`src/hw/rtl/slt_pkg.sv`:
```
package slt_pkg;

  localparam int unsigned ValueW = 32;
  localparam int unsigned OpW    = 2;
  localparam int unsigned StatW  = 3;
  localparam int unsigned OccW   = 5;

  localparam logic [OpW-1:0] OP_INSERT = 2'd0;
  localparam logic [OpW-1:0] OP_SEARCH = 2'd1;
  localparam logic [OpW-1:0] OP_DELETE = 2'd2;

  localparam logic [StatW-1:0] ST_INSERTED = 3'd0;
  localparam logic [StatW-1:0] ST_FULL     = 3'd1;
  localparam logic [StatW-1:0] ST_FOUND    = 3'd2;
  localparam logic [StatW-1:0] ST_ABSENT   = 3'd3;
  localparam logic [StatW-1:0] ST_DELETED  = 3'd4;
  localparam logic [StatW-1:0] ST_DEL_MISS = 3'd5;

  // broadcast to every cell of the chain
  typedef struct packed {
    logic                     ins_en;
    logic                     del_en;
    logic signed [ValueW-1:0] value;
  } cell_cmd_t;

endpackage

```
`src/hw/rtl/slt_cell.sv`:
```
module slt_cell
  import slt_pkg::*;
(
  input  logic                     clk_i,
  input  cell_cmd_t                cmd_i,
  input  logic                     in_use_i,
  input  logic                     left_lt_i,
  input  logic signed [ValueW-1:0] left_entry_i,
  input  logic signed [ValueW-1:0] right_entry_i,
  output logic signed [ValueW-1:0] entry_o,
  output logic                     lt_o,
  output logic                     head_eq_o
);

  logic signed [ValueW-1:0] entry_q, entry_d;

  assign lt_o      = in_use_i && (entry_q < cmd_i.value);
  // first equal entry: everything to the left is smaller
  assign head_eq_o = in_use_i && (entry_q == cmd_i.value) && left_lt_i;
  assign entry_o   = entry_q;

  always_comb begin
    entry_d = entry_q;
    if (cmd_i.ins_en && !lt_o) begin
      entry_d = left_lt_i ? cmd_i.value : left_entry_i;
    end else if (cmd_i.del_en && !lt_o) begin
      entry_d = right_entry_i;
    end
  end

  always_ff @(posedge clk_i) begin
    entry_q <= entry_d;
  end

endmodule

```
`src/hw/rtl/sorted_list_table.sv`:
```
// Sorted table of up to CAPACITY signed 32-bit values, kept in ascending
// order in a row of compare-and-shift cells, one value per cell. Every cell
// compares its value against the broadcast operand in the cycle a word is
// accepted and shifts left or right by one place to carry out an insert, a
// search or a delete. A new word can be accepted every cycle as long
// as the receiver takes each result word when it is offered. The result word
// appears in the output register in the cycle after the input word is accepted.
// While that word waits untaken, the input side stalls; it accepts again in
// the cycle the result word is taken. Equal values are all kept. An insert
// into a full table and a delete of a missing value leave the table untouched,
// and the status reports it. Unused entries never take part in a comparison,
// so no clearing is needed after reset.
module sorted_list_table
  import slt_pkg::*;
#(
  parameter int unsigned CAPACITY = 16
) (
  input  logic        clk_i,
  input  logic        rst_ni,
  input  logic        s_axis_tvalid,
  output logic        s_axis_tready,
  input  logic [31:0] s_axis_tdata,  // [31:0] value
  input  logic [1:0]  s_axis_tuser,  // [1:0] operation
  output logic        m_axis_tvalid,
  input  logic        m_axis_tready,
  output logic [7:0]  m_axis_tdata,  // [4:0] occupancy, [7:5] zero
  output logic [2:0]  m_axis_tuser   // [2:0] status
);

  localparam int unsigned CntW = $clog2(CAPACITY + 1);

  logic [CntW-1:0] count_q, count_d;
  logic            out_valid_q;
  logic [StatW-1:0] status_q, status_d;
  logic [OccW-1:0]  occ_q;
  logic [31:0]      count_ext;

  logic signed [ValueW-1:0] entry [CAPACITY];
  logic [CAPACITY-1:0]      lt;
  logic [CAPACITY-1:0]      hit;
  logic [CAPACITY-1:0]      in_use;

  cell_cmd_t cmd;
  logic      acc, full, found;

  assign acc   = s_axis_tvalid && s_axis_tready;
  assign full  = (count_q == CntW'(CAPACITY));
  assign found = |hit;

  assign cmd.value  = s_axis_tdata;
  assign cmd.ins_en = acc && (s_axis_tuser == OP_INSERT) && !full;
  assign cmd.del_en = acc && (s_axis_tuser == OP_DELETE) && found;

  for (genvar k = 0; k < CAPACITY; k++) begin : g_cell
    logic                     left_lt;
    logic signed [ValueW-1:0] left_entry, right_entry;

    assign in_use[k] = (CntW'(k) < count_q);

    if (k == 0) begin : g_head
      assign left_lt    = 1'b1;
      assign left_entry = '0;
    end else begin : g_body
      assign left_lt    = lt[k-1];
      assign left_entry = entry[k-1];
    end

    if (k == CAPACITY - 1) begin : g_tail
      assign right_entry = '0;
    end else begin : g_mid
      assign right_entry = entry[k+1];
    end

    slt_cell u_cell (
      .clk_i        (clk_i),
      .cmd_i        (cmd),
      .in_use_i     (in_use[k]),
      .left_lt_i    (left_lt),
      .left_entry_i (left_entry),
      .right_entry_i(right_entry),
      .entry_o      (entry[k]),
      .lt_o         (lt[k]),
      .head_eq_o    (hit[k])
    );
  end

  always_comb begin
    count_d  = count_q;
    status_d = ST_ABSENT;
    case (s_axis_tuser)
      OP_INSERT: begin
        status_d = full ? ST_FULL : ST_INSERTED;
        if (cmd.ins_en) count_d = count_q + CntW'(1);
      end
      OP_SEARCH: status_d = found ? ST_FOUND : ST_ABSENT;
      OP_DELETE: begin
        status_d = found ? ST_DELETED : ST_DEL_MISS;
        if (cmd.del_en) count_d = count_q - CntW'(1);
      end
      default: status_d = ST_ABSENT;
    endcase
  end

  assign count_ext = 32'(count_d);

  // output word register; a taken word frees the slot in the same cycle
  assign s_axis_tready = !out_valid_q || m_axis_tready;

  always_ff @(posedge clk_i or negedge rst_ni) begin
    if (!rst_ni) begin
      count_q     <= '0;
      out_valid_q <= 1'b0;
    end else begin
      if (acc) begin
        count_q     <= count_d;
        out_valid_q <= 1'b1;
      end else if (m_axis_tready) begin
        out_valid_q <= 1'b0;
      end
    end
  end

  always_ff @(posedge clk_i) begin
    if (acc) begin
      status_q <= status_d;
      occ_q    <= count_ext[OccW-1:0];
    end
  end

  assign m_axis_tvalid = out_valid_q;
  assign m_axis_tdata  = {3'b000, occ_q};
  assign m_axis_tuser  = status_q;

  a_count_bound: assert property (@(posedge clk_i) disable iff (!rst_ni)
    count_q <= CntW'(CAPACITY))
    else $error("entry count above capacity");

  a_idle_count: assert property (@(posedge clk_i) disable iff (!rst_ni)
    !acc |=> $stable(count_q))
    else $error("entry count changed without an accepted word");

  a_result_follows: assert property (@(posedge clk_i) disable iff (!rst_ni)
    acc |=> m_axis_tvalid)
    else $error("no result word after an accepted word");

  a_delete_shrinks: assert property (@(posedge clk_i) disable iff (!rst_ni)
    cmd.del_en |=> (count_q == $past(count_q) - CntW'(1)))
    else $error("delete did not shrink the table");

  a_insert_grows: assert property (@(posedge clk_i) disable iff (!rst_ni)
    cmd.ins_en |=> (count_q == $past(count_q) + CntW'(1)))
    else $error("insert did not grow the table");

endmodule
```
`config.mk`:
```
export PLATFORM = sky130hd
export DESIGN_NAME = sorted_list_table
export DESIGN_NICKNAME = d
export VERILOG_FILES = /design/src/hw/rtl/slt_pkg.sv /design/src/hw/rtl/slt_cell.sv /design/src/hw/rtl/sorted_list_table.sv
export SDC_FILE = /design/constraint.sdc
export NUM_CORES = 2
export LEC_CHECK = 0
export BUFFER_PORTS_ARGS = -buffer_cell sky130_fd_sc_hd__buf_2
export CAP_MARGIN = 10
export CORE_ASPECT_RATIO = 1.1
export CORE_MARGIN = 2
export CORE_UTILIZATION = 30
export DETAILED_ROUTE_END_ITERATION = 8
export PLACE_DENSITY = 0.49
export SLEW_MARGIN = 25
export SYNTH_ARGS = -nofsm -noshare
export SYNTH_HDL_FRONTEND = slang
export SYNTH_SLANG_ARGS = --single-unit
```
`constraint.sdc`:
```
create_clock -name clk_i -period 5.3 [get_ports clk_i]
set_input_delay 0.265 -clock clk_i [delete_from_list [all_inputs] [get_ports clk_i]]
set_output_delay 0.265 -clock clk_i [all_outputs]
set_load 0.05 [all_outputs]
```
Yosys cells after proc, flatten, opt, wreduce, memory -nomap -nowiden
Index checks and enable logic that the tools add are counted.
{"block": "op_classes", "n_addsub": 2, "order_cmp": 32, "eq_ne": 19, "n_mux": 56, "n_reduce_logical": 122}
{"cell": "2-to-1 mux 32 bit", "count": 47}
{"cell": "equality test 32 bit", "count": 16}
{"cell": "< comparator 32 bit", "count": 16}
{"cell": "logical AND 1 bit", "count": 84}
{"cell": "< comparator 4 x 5 -> 1 bit (first input constant)", "count": 8}
{"cell": "nonzero test 2 bit", "count": 17}
{"cell": "< comparator 3 x 5 -> 1 bit (first input constant)", "count": 4}
{"cell": "zero test 1 bit", "count": 18}
{"cell": "OR reduction 16 bit", "count": 1}
{"cell": "< comparator 1 x 5 -> 1 bit (first input constant)", "count": 2}
{"cell": "< comparator 2 x 5 -> 1 bit (first input constant)", "count": 2}
{"cell": "2-to-1 mux 5 bit", "count": 2}
{"cell": "one-hot mux 5 bit (2 select lines)", "count": 1}
{"cell": "one-hot mux 3 bit (3 select lines)", "count": 1}
{"cell": "adder 5 x 1 -> 5 bit (second input constant)", "count": 1}
{"cell": "equality test 5 bit (second input constant)", "count": 1}
{"cell": "2-to-1 mux 1 bit", "count": 5}
{"cell": "subtractor 5 x 1 -> 5 bit (second input constant)", "count": 1}
{"cell": "equality test 2 x 1 -> 1 bit (second input constant)", "count": 1}
{"cell": "equality test 2 bit (second input constant)", "count": 1}
{"cell": "zero test 2 bit", "count": 1}
{"cell": "logical OR 1 bit", "count": 1}
{"block": "totals", "ff_bits": 526, "in_bits": 38, "out_inout_bits": 13, "wordCells": 251}

Logic depth before layout (Yosys ltp)
{"block": "logic_depth", "ltp_word": 8, "ltp_mapped": 15, "mapped_depth_nobuf": 12}

Hierarchy
A second synthesis with hierarchy kept.
{"block": "unflattened", "hier_cells": 3646, "area_unflattened_um2": 44717.9}
{"mod": "slt_cell", "n_inst": 16, "cells_per_inst": 221, "area_per_inst_um2": 2732.6, "seq_area_each_um2": 960.9}
{"mod": "sorted_list_table", "n_inst": 1, "cells_per_inst": 110, "area_per_inst_um2": 996.0, "seq_area_each_um2": 390.4}

Worst setup path before layout
Ideal clock, no wire load.
{"block": "synth_timing", "kind": "input to register", "from": "in s_axis_tdata[19]", "to": "reg g_cell[10].u_cell.entry_q[0] (enable)", "setup_time_ns": 0.461, "arrival_ns": 5.231, "required_ns": 4.839, "path_slack_ns": -0.392, "cell_stages": 13, "n_path_buf": 1, "path_cell_list": "inv_1 > ha_1 > a21oi_1 > o21ai_1 > a221o_1 > a211o_1 > or4_1 > o2111a_1 > nand4_2 > o31ai_2 > and2_1 > buf_4 > nor3_1"}
{"block": "synth_via", "elab_chain_cells": 7, "elab_cells_between_ends": 83, "cone_classes": "order compare (15); eq/ne (16); reduce/logical (52)"}
{"element": "start, declared", "line_no": "sorted_list_table.sv:22", "text": "input logic [31:0] s_axis_tdata,"}
{"element": "< comparator 32 bit or equality test 32 bit (tied branches)", "line_no": "slt_cell.sv:17, slt_cell.sv:19"}
{"element": "logical AND 1 bit, on equally long branches", "line_no": "slt_cell.sv:17, slt_cell.sv:19"}
{"element": "logical AND 1 bit", "line_no": "slt_cell.sv:19", "text": "assign head_eq_o = in_use_i && (entry_q == cmd_i.value) && left_lt_i;"}
{"element": "OR reduction 16 bit", "line_no": "sorted_list_table.sv:48", "text": "assign found = |hit;"}
{"element": "logical AND 1 bit", "line_no": "sorted_list_table.sv:52", "text": "assign cmd.del_en = acc && (s_axis_tuser == OP_DELETE) && found;"}
{"element": "logical AND 1 bit", "line_no": "slt_cell.sv:26", "text": "end else if (cmd_i.del_en && !lt_o) begin"}
{"element": "nonzero test 2 bit (no source line) *"}
{"element": "end signal, assigned", "line_no": "slt_cell.sv:32", "text": "entry_q <= entry_d;"}
{"element": "end, declared", "line_no": "slt_cell.sv:15", "text": "logic signed [ValueW-1:0] entry_q, entry_d;"}
Every way passes the cells marked *; elsewhere a longest branch is shown, timed or not.
A chain may end at the register's enable or synchronous reset.

Final worst setup path
{"block": "layout_timing", "from": "in s_axis_tdata[7]", "to": "reg g_cell[14].u_cell.entry_q[8] (enable)"}
{"block": "layout_via", "elab_chain_cells": 7, "elab_cells_between_ends": 83, "cone_classes": "order compare (15); eq/ne (16); reduce/logical (52)"}
{"element": "< comparator 32 bit or equality test 32 bit (tied branches)", "line_no": "slt_cell.sv:17, slt_cell.sv:19"}
{"element": "logical AND 1 bit, on equally long branches", "line_no": "slt_cell.sv:17, slt_cell.sv:19"}
{"element": "logical AND 1 bit", "line_no": "slt_cell.sv:19"}
{"element": "OR reduction 16 bit", "line_no": "sorted_list_table.sv:48"}
{"element": "logical AND 1 bit", "line_no": "sorted_list_table.sv:52"}
{"element": "logical AND 1 bit", "line_no": "slt_cell.sv:26"}
{"element": "nonzero test 2 bit (no source line) *"}
{"element": "end signal, assigned", "line_no": "slt_cell.sv:32"}
{"element": "end, declared", "line_no": "slt_cell.sv:15"}
Marked as above.

==> results.toml <==
[timing]
holdWs_ns = 0.233
slew_headroom = 0.255
rsz0062_at_grt = "no"
period_minus_slack_ns = 4.92
hold_violations = 0
drv_slew = 0
layout_setup_ws_ns = 0.376
worstMarginPinSlew_ns = 1.10
skew_ns = 0.0178
setup_viol = 0
fmax_ghz = 0.203
min_period_over_period = 0.929

[critical_path]
crit_buf_inv = 6
crit_path_frequent_cell = "buf_4"
reg2reg_slack_ns = 0.40
crit_fanout = 32
arrival_ns = 5.21
r2r-end = "g_cell[14].u_cell.entry_o[8]"
cp_top_family = "compound AO/OA/AOI/OAI gates"
worstPathCellList = "buf_2 -> inv_1 -> buf_4 -> ha_1 -> a21oi_1 -> o21ai_0 -> and2_1 -> o41ai_1 -> buf_4 -> o311a_1 -> mux2_2 -> nand4_1 -> o31ai_2 -> buf_4 -> a21oi_2 -> and2_1 -> buf_12"
cpPeakStageDelay_ns = 0.60
cp_data_required_time_ns = 5.59
crit_path_end_kind = "flop"
cp-start-kind = "input port"
r2r_start = "g_cell[2].u_cell.entry_o[7]"
crit_start = "s_axis_tdata[7]"
cpMaxStageDelayCell = "o41ai_1"
cp_num_cells = 17
critPathKind = "in -> reg"
cp-endpoint = "g_cell[14].u_cell.entry_o[8]"
reg2reg_depth = 14

[drt]
routedWlPerCell_microns = 21.5
drt_iter0_drc = 2062
dr_total_vias = 29900
drc = 0
dr.pass1.iters = 5
viasPerCell = 5.24
ant_nets = 0
wirelength_mm = 123

[synthesis]
async_flop_share = 0.0114
synthCells = 3867
syn_area_per_cell_sq_um = 9.84
synth_seq_area_share = 0.414
syn-cell-area_sq_mm = 0.0381
synth_seq_cells = 526
ys.flop_type = "edfxtp_1"
ys_types = 78
synth_edf_count = 520
yosys_warnings = 0

[grt]
grt_max_degree = 65
antenna_found_initial = 7
first_global_vias = 29900
grtUsageTotal = 0.188
grt.overflow.total = 0
grt_pass1_wl_mm = 186

[clock_tree]
cts_sinks = 526
insertion_delay_ns = 0.61
cts_tree = "built"
clk_pin_slew_worst_paths_ns = 0.06
root_buffer = "clkbuf_16"
cts.htree.levels = 3
postCtsSetupBuffers = 0
cts_resized = 0
ctsLongestPathBuffers = 3
cts_buffers = 67

[place]
pre_cts_ws_ns = -0.175
gp_congestion = 0.887
dp_hpwl_mm = 97.9
io_buffers = 47

[cells_and_area]
final_nets = 4538
area_growth_pct = 15.7
drive_gt1_frac = 0.109
n_fill_cell = 12900

[pwr]
irDropWorstVdd_mv = 0.221
powerDensity_mw_per_mm2 = 299
power_w = 0.0132
p_leak_nw = 17.9

[floorplanning]
fp.coreArea_sq_mm = 0.126
die_y_microns = 378
start_util = 0.301
floorplan.rows = 137
io_pins = 51
die_area_sq_mm = 0.130
die_w_microns = 344

[flow_run]
cap_violations = 0

[run_status]
status = "complete, no violations"

[worst_hold_path]
hp-class = "in -> async"
## metal layers
metal,vias up,share of wire,global-route usage
met4,0,0.032,0.0611
met5,-,0,0
met3,187,0.038,0.0216
li1,14800,-,-
met2,670,0.47,0.313
met1,14300,0.46,0.252
## kinds of logic (layout without fill, tap and decap cells)
logic type / count (synthesis) / after routing / share of synthesized area
XOR/XNOR: 16 / 16 / 0.00368
buffers and inverters: 283 / 450 / 0.0296
AO/OA/AOI/OAI: 1036 / 1036 / 0.153
other: 1 / 5 / 0.0000985
AND/OR/NAND/NOR: 1123 / 1123 / 0.132
adder cells (fa/ha/maj): 516 / 516 / 0.170
flip-flops: 526 / 526 / 0.414
multiplexers: 366 / 366 / 0.0974
## metrics by stage
| stage | TNS [ns] | cells | instance area (sq um) | util |
|---|---|---|---|---|
| floorplan | -131.72 | 3869 | 38100 | - |
| CTS | 0 | 5704 | 44000 | 0.349 |
| global route | 0 | 5706 | 44100 | 0.349 |
| finish | 0 | 5706 | 44100 | 0.349 |
| global placement | -63.08 | 5579 | 41900 | 0.332 |
| detailed placement | -24.65 | 5579 | 41900 | 0.332 |
## placed cells by master, fill, tap and decap left out, types with 33 or more instances in the layout
| master | n |
|---|---|
| buf_4 | 160 |
| buf_12 | 45 |
| buf_2 | 47 |
| nor3_1 | 55 |
| a21oi_1 | 557 |
| o21ai_0 | 255 |
| clkbuf_16 | 73 |
| mux2_2 | 33 |
| edfxtp_1 | 520 |
| nor2_1 | 435 |
| nand3_1 | 58 |
| mux2i_1 | 331 |
| nand4_1 | 114 |
| nand2_1 | 319 |
| ha_1 | 516 |
| inv_1 | 73 |
| a21o_1 | 65 |
## power breakdown
group	internal [W]	total, W	switching [W]
clock network	0.00260	0.00450	0.00190
registers	0.00482	0.00502	0.000207
logic	0.00141	0.00365	0.00223
total	0.00883	0.0132	0.00434
## flip-flops by register name, indices dropped and copies added, names as in the netlist
register	count
occ_q	5
m_axis_tvalid	1
g_cell.u_cell.entry_o	512
count_q	5
m_axis_tuser	3
## cell type report
type / count / area, sq um / area share
clock buffers: 93 / 1940 / 0.0441
clock inverters: 28 / 154 / 0.00349
well taps: 1668 / 2090 / 0.0474
repair buffers: 256 / 2380 / 0.0540
inverters: 73 / 274 / 0.00622
multi-input cells: 3060 / 21400 / 0.487
diodes: 2 / 5.00 / 0.000114
flip-flops and latches: 526 / 15800 / 0.358
## repair_timing
action | in CTS | in global routing
hold buffers | 4 | 0
hold endpoints to repair | 9 | 0
setup endpoints to repair | 0 | 0
## synthesized netlist by cell type (58+ instances only)
cell | instances | area [sq um]
mux2i_1 | 332 | 3320
a21oi_1 | 560 | 2800
clkbuf_1 | 169 | 634
nand4_1 | 114 | 713
o21ai_0 | 255 | 1280
a21o_1 | 65 | 488
nand3_1 | 58 | 290
inv_1 | 73 | 274
edfxtp_1 | 520 | 15600
nor2_1 | 447 | 1680
nand2_1 | 323 | 1210
ha_1 | 516 | 6460
nor3_1 | 66 | 330
## how the worst min path moves through the flow
stage | end | slack (ns) | depth (start not counted)
floorplan | count_q[0] | -0.03 | 0
global placement | count_q[2] | 0.13 | 1
detailed placement | count_q[2] | 0.13 | 1
CTS | m_axis_tuser[2] | 0.16 | 3
global route | m_axis_tuser[2] | 0.22 | 3
finish | count_q[2] | 0.23 | 2
No activity file was read; power rests on OpenSTA's default activity.
